`config.mk`:
```
export PLATFORM = sky130hd
export DESIGN_NAME = edcs_cell
export DESIGN_NICKNAME = d
export VERILOG_FILES = /design/src/design/edcs_pkg.sv /design/src/design/edcs_cell.sv
export SDC_FILE = /design/constraint.sdc
export NUM_CORES = 1
export LEC_CHECK = 0
export BUFFER_PORTS_ARGS = -buffer_cell sky130_fd_sc_hd__buf_2
export CORE_MARGIN = 2
export CORE_UTILIZATION = 48
export CTS_CLUSTER_SIZE = 16
export DETAILED_ROUTE_END_ITERATION = 7
export GPL_TIMING_DRIVEN = 0
export PLACE_DENSITY_LB_ADDON = 0.08
export SKIP_LAST_GASP = 1
export SLEW_MARGIN = 30
export SYNTH_ARGS = -nofsm -noshare
export SYNTH_HDL_FRONTEND = slang
export SYNTH_SLANG_ARGS = --single-unit
export TNS_END_PERCENT = 20
```
`constraint.sdc`:
```
create_clock -name clk -period 2.9 [get_ports clk]
set_clock_uncertainty 0.15 [all_clocks]
set_input_delay 0.435 -clock clk [delete_from_list [all_inputs] [get_ports clk]]
set_output_delay 0.435 -clock clk [all_outputs]
set_load 0.05 [all_outputs]
```
`src/design/edcs_pkg.sv`:
```
`timescale 1ns / 1ps
`default_nettype none

package edcs_pkg;

	localparam int NUM_SLOTS_DEF = 128;

	localparam int SLOT_W = 7;
	localparam int DL_W   = 16;
	localparam int ADDR_W = 32;
	localparam int LEN_W  = 31;
	localparam int DIR_W  = 2;
	localparam int DESC_W = DIR_W + LEN_W + ADDR_W + ADDR_W;

	typedef enum logic [1:0] {
		REQ_POST     = 2'd0,
		REQ_DISPATCH = 2'd1,
		REQ_COMPLETE = 2'd2,
		REQ_SYNC     = 2'd3
	} req_t;

	typedef enum logic [1:0] {
		ST_FREE    = 2'd0,
		ST_PENDING = 2'd1,
		ST_RUNNING = 2'd2,
		ST_DONE    = 2'd3
	} status_t;

	typedef enum logic [1:0] {
		FSM_IDLE,
		FSM_SCAN,
		FSM_READ
	} fsm_t;

	// broadcast command to all cells, qualified by each cell's select
	typedef struct packed {
		logic            post;
		logic            complete;
		logic            run;
		logic [DL_W-1:0] dl;
	} cmd_t;

	// partial search result handed from cell to cell
	typedef struct packed {
		logic            have;
		logic            hit;
		logic [DL_W-1:0] best_dl;
	} link_t;

endpackage

`default_nettype wire

```
`src/design/edcs_cell.sv`:
```
`timescale 1ns / 1ps
`default_nettype none

module edcs_cell #(
	parameter int IDX_W = 7,
	parameter int INDEX = 0
) (
	input  wire                    clk,
	input  wire                    arst_n,
	input  wire                    sel,
	input  wire edcs_pkg::cmd_t    cmd,
	input  wire [edcs_pkg::DL_W-1:0] query_dl,
	input  wire edcs_pkg::link_t   link_in,
	input  wire [IDX_W-1:0]        idx_in,
	output edcs_pkg::link_t        link_out,
	output logic [IDX_W-1:0]       idx_out
);
	import edcs_pkg::*;

	status_t         status_q;
	logic [DL_W-1:0] dl_q;
	logic            take;
	logic            live;

	always_ff @(posedge clk or negedge arst_n) begin
		if (!arst_n) begin
			status_q <= ST_FREE;
		end else if (sel) begin
			if (cmd.post) begin
				status_q <= ST_PENDING;
			end else if (cmd.run) begin
				status_q <= ST_RUNNING;
			end else if (cmd.complete && status_q != ST_FREE) begin
				status_q <= ST_DONE;
			end
		end
	end

	always_ff @(posedge clk) begin
		if (sel && cmd.post) begin
			dl_q <= cmd.dl;
		end
	end

	// strict less-than keeps the lower index on ties
	assign take = (status_q == ST_PENDING) && (!link_in.have || dl_q < link_in.best_dl);
	assign live = (status_q == ST_PENDING) || (status_q == ST_RUNNING);

	always_ff @(posedge clk or negedge arst_n) begin
		if (!arst_n) begin
			link_out <= '0;
			idx_out  <= '0;
		end else begin
			link_out.have    <= link_in.have | take;
			link_out.hit     <= link_in.hit | (live && dl_q == query_dl);
			link_out.best_dl <= take ? dl_q : link_in.best_dl;
			idx_out          <= take ? IDX_W'(INDEX) : idx_in;
		end
	end

endmodule

`default_nettype wire

```
== Word level (Yosys, flattened, before mapping) ==
Index checks and enable logic that the tools add are counted.
Widths: inputs -> output; s select.

* Register bits after elaboration: 43
* Input port bits: 63
* Output and inout port bits: 25
* Word-level logic and storage cells: 27

* Order comparisons: 1
* Equality and inequality tests: 3
* Mux-type cells: 5
* Bitwise logic cells: 2
* Reductions and logical operators: 10

{| class="wikitable"
|+ Operator list
! kind !! number
|-
| $eq 16x16->1 || 1
|-
| $lt 16x16->1 || 1
|-
| $mux 16 || 1
|-
| $mux 7 || 1
|-
| $mux 2 || 3
|-
| $logic_and 1x1->1 || 4
|-
| $reduce_bool 3->1 || 1
|-
| $eq 2x1->1 const B || 1
|-
| $eq 2x2->1 const B || 1
|-
| $logic_or 1x1->1 || 2
|-
| $or 1x1->1 || 2
|-
| $reduce_and 2->1 || 1
|-
| $reduce_bool 2->1 || 1
|-
| $logic_not 1->1 || 1
|}

== Longest topological paths before layout ==
Gate-level depths: netlist of run 1.

* Word-level depth: 5
* Gate-level depth with buffers: 8

== Least setup slack after synthesis of run 1 ==
Ideal clock, no wire load.

* Kind: input to register
* From: input link_in[15] (netlist name)
* To: register link_out[10] (netlist name)
* Library setup time: 0.125 ns
* Arrival time: 1.971 ns
* Data required time: 2.625 ns
* Path slack: 0.654 ns
* Stages: 8
* Buffers on the path: 1
* Cells stage by stage: inv_1 -> ha_1 -> nand4_1 -> nor2_1 -> nand3b_2 -> a32oi_4 -> buf_6 -> mux2_4

* Cells in the longest elaborated chain, start to end: 4

{| class="wikitable"
|+ Ends and longest elaborated chain
! item !! RTL line !! RTL
|-
| start, declared || edcs_cell.sv:13 || <nowiki>input wire edcs_pkg::link_t link_in,</nowiki>
|-
| $lt 16x16->1 || edcs_cell.sv:46 || <nowiki>assign take = (status_q == ST_PENDING) && (!link_in.have || dl_q < link_in.best_dl);</nowiki>
|-
| $logic_or 1x1->1 || edcs_cell.sv:46 ||
|-
| $logic_and 1x1->1 || edcs_cell.sv:46 ||
|-
| $mux 16 || edcs_cell.sv:56 || <nowiki>link_out.best_dl <= take ? dl_q : link_in.best_dl;</nowiki>
|-
| end, declared || edcs_cell.sv:15 || <nowiki>output edcs_pkg::link_t link_out,</nowiki>
|}

No other way between the ends.
A chain may end at the register's enable or synchronous reset.

== Worst setup path in the final report of run 1 ==
* From: register dl_q[13]
* To: register link_out[3] (netlist name)

* Cells in the longest elaborated chain, start to end: 4

{| class="wikitable"
|+ Ends and longest elaborated chain
! item !! RTL line !! RTL
|-
| start, declared || edcs_cell.sv:21 || <nowiki>logic [DL_W-1:0] dl_q;</nowiki>
|-
| start signal, assigned || edcs_cell.sv:41 || <nowiki>dl_q <= cmd.dl;</nowiki>
|-
| $lt 16x16->1 || edcs_cell.sv:46 ||
|-
| $logic_or 1x1->1 || edcs_cell.sv:46 ||
|-
| $logic_and 1x1->1 || edcs_cell.sv:46 ||
|-
| $mux 16 || edcs_cell.sv:56 ||
|}

No other way between the ends.

==> metrics.csv, run 1 <==
metric,value,unit
crit path DAT,2.46,ns
die area,5050,um2
vias in the first global route,1492,
worst setup path endpoint,link_out[3],
CTS tree,done,
startpoint types,register,
number of enable flip-flop cells after synthesis,16,
via count,1470,
Fill cells,364,
post-synthesis compound-gate area fraction,6.50,%
CTS Sinks,43,
largest net degree at the start of global routing,28,
RSZ-0062 raised after global routing,no,
Root Driver,clkbuf_8,
cells after synthesis,160,
Worst Setup SP,dl_q[13],
total negative setup slack,0,ns
total of max-cap violations,0,
reg2reg setup slack,0.47,ns
drt via density,4.79,
simple logic cell fraction of the synthesized area,8.58,%
R2R depth,7,
area of the multi-input gates,907,um2
period utilization,83.8,%
worst path required time,2.93,ns
cts hold-fix bufs,0,
Die X,71.0,um
outcome,"complete, no violations",
DP Wirelength,3230,um
IO Pins,88,
"Avg Cell Area, Syn",13.5,um2
ANT nets after route,0,
launch point of the worst reg-to-reg path,dl_q[13],
leakage power,1.38,nW
final setup fails,0,
Levels on crit path,7,
"Hold Vio Cnt, Final",0,
CTS resizes,0,
register area share after synthesis,53.6,%
dominant cell type by area after synthesis,dfrtp_1,
"flops & latches, synth",43,
Reg-to-Reg End,link_out[3],
Core Region,4350,um2
Crit Path Category,register to register,
post-CTS setup buffers,0,
Max Freq,0.411,GHz
Max Slew Vio Count,0,
WP buf/inv,1,
"top cells by count, synth","dfrtp_1, inv_1, ha_1",
register area,1160,um2
CP max stage delay,0.44,ns
clk buf depth,2,
Post-Synthesis Cell Area,2160,um2
Yosys top cell area share,31.3,%
VDD IR max,0.000322,V
Layout area overhead,28.7,%
Synth Area in XOR/XNOR,6.50,%
worst hold path type,primary input to asynchronous set/reset pin,
Least-Margin Pin Slew,0.827,ns
ys async rst share,62.8,%
initial DRC count,45,
most common cell in the synthesized netlist,dfrtp_1,
largest family of logic cells by synthesized area,multiplexers,
"crit path setup slack, layout",0.470,ns
effective utilization at floorplan,49.5,%
first-pass GRT wire length,6640,um
Synth area leaders,"dfrtp_1, edfxtp_1, ha_1",
DR WL/cell,13.4,um
Placer Congestion,0.803,
grt ovf,0,
Slowest cell on crit path,edfxtp_1,
row cnt,24,
DRT Wirelength,4120,um
Relative slew margins,44.8,%
antenna violations before repair,0,
Crit path max-delay family,simple AND/OR/NAND/NOR gates,
crit path capture type,register,
Die Y,71.0,um
CTS Buf Count,5,
Power Dens Cells,604,nW/um2
H-tree level count,2,
final-stage net count,334,
CP max FO,10,
Final min period,2.43,ns
IO Port Bufs,87,
first drt pass iteration count,4,
clk_lat worst skew,0.29,ns
all-layer global routing usage,17.4,%
Synth Net Count,240,
Worst-path clk slew,0.08,ns
CP cell instances,ha_1 -> nand4_1 -> nor2_1 -> nand3b_2 -> a32oi_4 -> buf_6 -> mux2_4,
layout cells sized above 1,46.7,%
Synth Area in Adders,9.86,%
DRC errors left,0,
number of distinct library cells after synthesis,27,
Syn. warnings,0,
post-synthesis mux area share,10.6,%
n_diodes,0,
predominant post-synthesis flop cell,dfrtp_1,
pre-CTS WS,0.324,ns
-- cell type report --
cell class | count | share of cell area, %
Sequential cell | 43 | 41.7
Multi-Input combinational cell | 96 | 32.7
Buffer | 2 | 0.812
Tap cell | 52 | 2.34
Inverter | 19 | 2.57
Clock buffer | 6 | 2.98
Timing Repair Buffer | 87 | 15.7
Clock inverter | 2 | 1.26
-- layer usage --
metal,share of wire (%),wire (um),track usage [%],vias up
li1,-,-,-,741
met1,42,1730,20.6,664
met2,50,2060,30.1,56
met3,6.0,248,4.56,9
met4,1.9,79,6.92,0
met5,0,0,0,-
-- through the flow --
stage	total power [mW]	instance area, um2	util [%]	cells	hold slack, ns
6_report	1.68	2780	63.7	307	0.00565
5_1_grt	1.76	2780	63.7	307	0.0501
4_1_cts	1.70	2780	63.7	307	0.0234
3_5_place_dp	1.22	2660	61.0	299	0.352
3_3_place_gp	1.21	2660	61.0	299	0.341
2_1_floorplan	1.08	2160	-	160	-0.0106
-- worst reg2reg max path, stage by stage, from the launching register on --
cell and delay, ns:
edfxtp_1 0.44, ha_1 0.34, nand4_1 0.15, nor2_1 0.22
nand3b_2 0.12, a32oi_4 0.35, buf_6 0.24, mux2_4 0.32
-- cell families after synthesis --
group,count (synthesis)
and+or+nand+nor,31
AOI/OAI and AO/OA,16
adders and majority gates,17
muxes,16
buffers and inverters,21
xor gates and xnor gates,16
DFF,43
-- where the power goes --
part | switching [mW] | internal, mW | total [mW] | leakage [nW]
registers | 0.0264 | 0.696 | 0.723 | 0.468
logic | 0.296 | 0.180 | 0.477 | 0.853
clock network | 0.197 | 0.279 | 0.476 | 0.0612
-- layout by cell type (no fill, tap or decap), types with 4 or more instances in the layout --
master / Yosys / routed
buf_2: 0 / 87
and2_1: 8 / 8
ha_1: 17 / 17
edfxtp_1: 16 / 16
dfrtp_1: 27 / 27
xor2_1: 4 / 4
a21oi_1: 7 / 7
clkbuf_8: 0 / 6
nand4_1: 6 / 6
nand2_1: 4 / 4
mux2_4: 13 / 13
inv_1: 19 / 19
xnor2_1: 12 / 12
o21ai_0: 5 / 5
-- sequential cells by signal, indices dropped and copies added, names as in the netlist --
signal    count
status_q      2
idx_out       7
dl_q         16
link_out     18
-- worst min path at each step --
| stage | to | slack, ns | cells past startpoint |
|---|---|---|---|
| floorplan | idx_out[0] | -0.01 | 0 |
| global placement | link_out[5] | 0.34 | 1 |
| detailed placement | link_out[3] | 0.35 | 1 |
| CTS | link_out[7] | 0.02 | 1 |
| global route | link_out[9] | 0.05 | 1 |
| finish | link_out[9] | 0.006 | 1 |
Note: power is estimated with default switching activity, not from simulation.
==> inputs of run 2 (changes only) <==
Settings changed: CORE_UTILIZATION 48 to 43.
Clock period 2.9 ns to 2 ns, I/O delays scaled along.
==> run 2 against run 1 <==
Net effect:
- the run now ends with setup timing left
- routed wire length up 6.4%
- sequential power increased by 44%
- power up 38%
- die area rose by 11%
- critical path type unchanged
- cell count grew 8.5%
- largest power group unchanged
- largest cell class unchanged
- cell area is 3.5% higher
- critical path depth stayed put
- count of clock-buffer cells in the layout fell by 1
- maximum frequency is 6.5% higher
- hold slack gained 0.022 ns
==> metrics.csv, run 2 (synthesized netlist as in run 1, its figures left out) <==
metric,value,unit
all-layer global routing usage,16.5,%
DR WL met3,348,um
clk buf depth,2,
DRC errors left,0,
largest net degree at the start of global routing,28,
met2 WL,2260,um
Relative slew margins,45.3,%
Die Y,74.8,um
Core Region,4790,um2
clock power share,22.8,%
final setup fails,23,
die area,5600,um2
Max Freq,0.438,GHz
Max Slew Vio Count,0,
drt via density,4.55,
DR top layer,met4,
max reg flops,18,
final core occ,60.0,%
clk_lat worst skew,0.29,ns
Regs by FF count,"link_out x18, dl_q x16, idx_out x7",
final non-filler cell total,333,
Layout area overhead,33.2,%
final-stage net count,345,
ANT nets after route,0,
worst hold path type,primary input to register,
placed insts,314,
CTS tree,done,
Power Dens Cells,803,nW/um2
"crit path setup slack, layout",-0.283,ns
DRT Wirelength,4380,um
total of max-cap violations,0,
outcome,finished with violations,
"most common cell after layout, fill and taps aside",buf_2,
violated checks,setup timing,
Reg power frac,45.2,%
antenna violations before repair,0,
Placer Congestion,0.748,
period utilization,114,%
Worst-path clk slew,0.08,ns
IO Port Bufs,87,
VDD IR max,0.000448,V
grt ovf,0,
effective utilization at floorplan,45.1,%
Combinational Power Share,32.0,%
CTS Sinks,43,
vias in the first global route,1506,
"commonest cells after routing, fill and taps aside","buf_2, dfrtp_1, inv_1",
startpoint types,register,
leakage power,1.42,nW
Net Sw Power,0.766,mW
IO Pins,88,
Internal,1.54,mW
n_diodes,0,
pre-CTS WS,-0.429,ns
DR WL/cell,13.2,um
Fill cells,418,
Die X,74.8,um
Least-Margin Pin Slew,0.820,ns
initial DRC count,18,
Switching Share,33.2,%
"Hold Vio Cnt, Final",0,
crit path DAT,2.31,ns
CTS Buf Count,5,
RSZ-0062 raised after global routing,yes,
worst path required time,2.03,ns
first drt pass iteration count,4,
Crit Path Category,register to register,
CP max FO,10,
wl on met1,1720,um
crit path capture type,register,
first-pass GRT wire length,6760,um
Root Driver,clkbuf_8,
row cnt,25,
Final min period,2.28,ns
Fin Hold WS,0.0278,ns
via count,1515,
H-tree level count,2,
DP Wirelength,3380,um
total negative setup slack,-5.30,ns
"Most flops, register",link_out,
layout cells sized above 1,49.6,%
run 2: worst paths after layout:
kind,startpoint,endpoint,slack [ns],cells past startpoint
worst max-delay path,dl_q[15],link_out[9],-0.28,7
worst min-delay path,cmd[4],dl_q[4],0.03,1
worst max register to register,dl_q[15],link_out[9],-0.28,7
worst min register to register,status_q[1],status_q[1],0.39,2
max in group asynchronous,arst_n,link_out[17],0.89,2
min in group asynchronous,arst_n,link_out[6],0.40,2
run 2: worst max-delay path: stages (launching register included):
cell and delay, ns:
edfxtp_1 0.44, ha_4 0.30, nand4_1 0.15, nor2_2 0.17, nand3b_2 0.11, a32oi_4 0.34
buf_12 0.20, mux2_4 0.30
run 2: metal layers:
layer  vias to the layer above  GRT usage [%]
met4                         0           4.76
met2                        58           30.2
met1                       686           18.6
met5                         -              0
li1                        764              -
met3                         7           4.82
run 2: area by class of cell:
type                       instances  area (um2)  area share, %
sequential                        43        1160           40.2
multi-input combinational         96         926           32.2
timing repair buffer              98         520           18.1
tap                               67        83.8           2.92
inverter                          19        71.3           2.48
clock buffer                       5        68.8           2.40
buffer                             2        31.3           1.09
clock inverter                     3        15.0          0.523
run 2: power groups by stage:
stage / registers (mW) / clock network (mW) / logic, mW
6_report: 1.04 / 0.526 / 0.738
5_1_grt: 1.06 / 0.580 / 0.796
4_1_cts: 1.04 / 0.545 / 0.747
3_5_place_dp: 1.07 / 0 / 0.703
3_3_place_gp: 1.07 / 0 / 0.698
2_1_floorplan: 1.30 / 0 / 0.266
run 2: through the flow:
step / instance area, um2 / power (mW)
after floorplan: 2170 / 1.57
after global placement: 2690 / 1.76
after detailed placement: 2690 / 1.77
after CTS: 2870 / 2.34
after global routing: 2870 / 2.43
final: 2870 / 2.31
run 2: timing repair:
action	4_1_cts	5_1_grt
hold endpoints to repair	27	0
resized for setup	4	0
setup endpoints to repair	23	23
hold buffers	1	0
pin swaps	3	0
buffers inserted	10	0
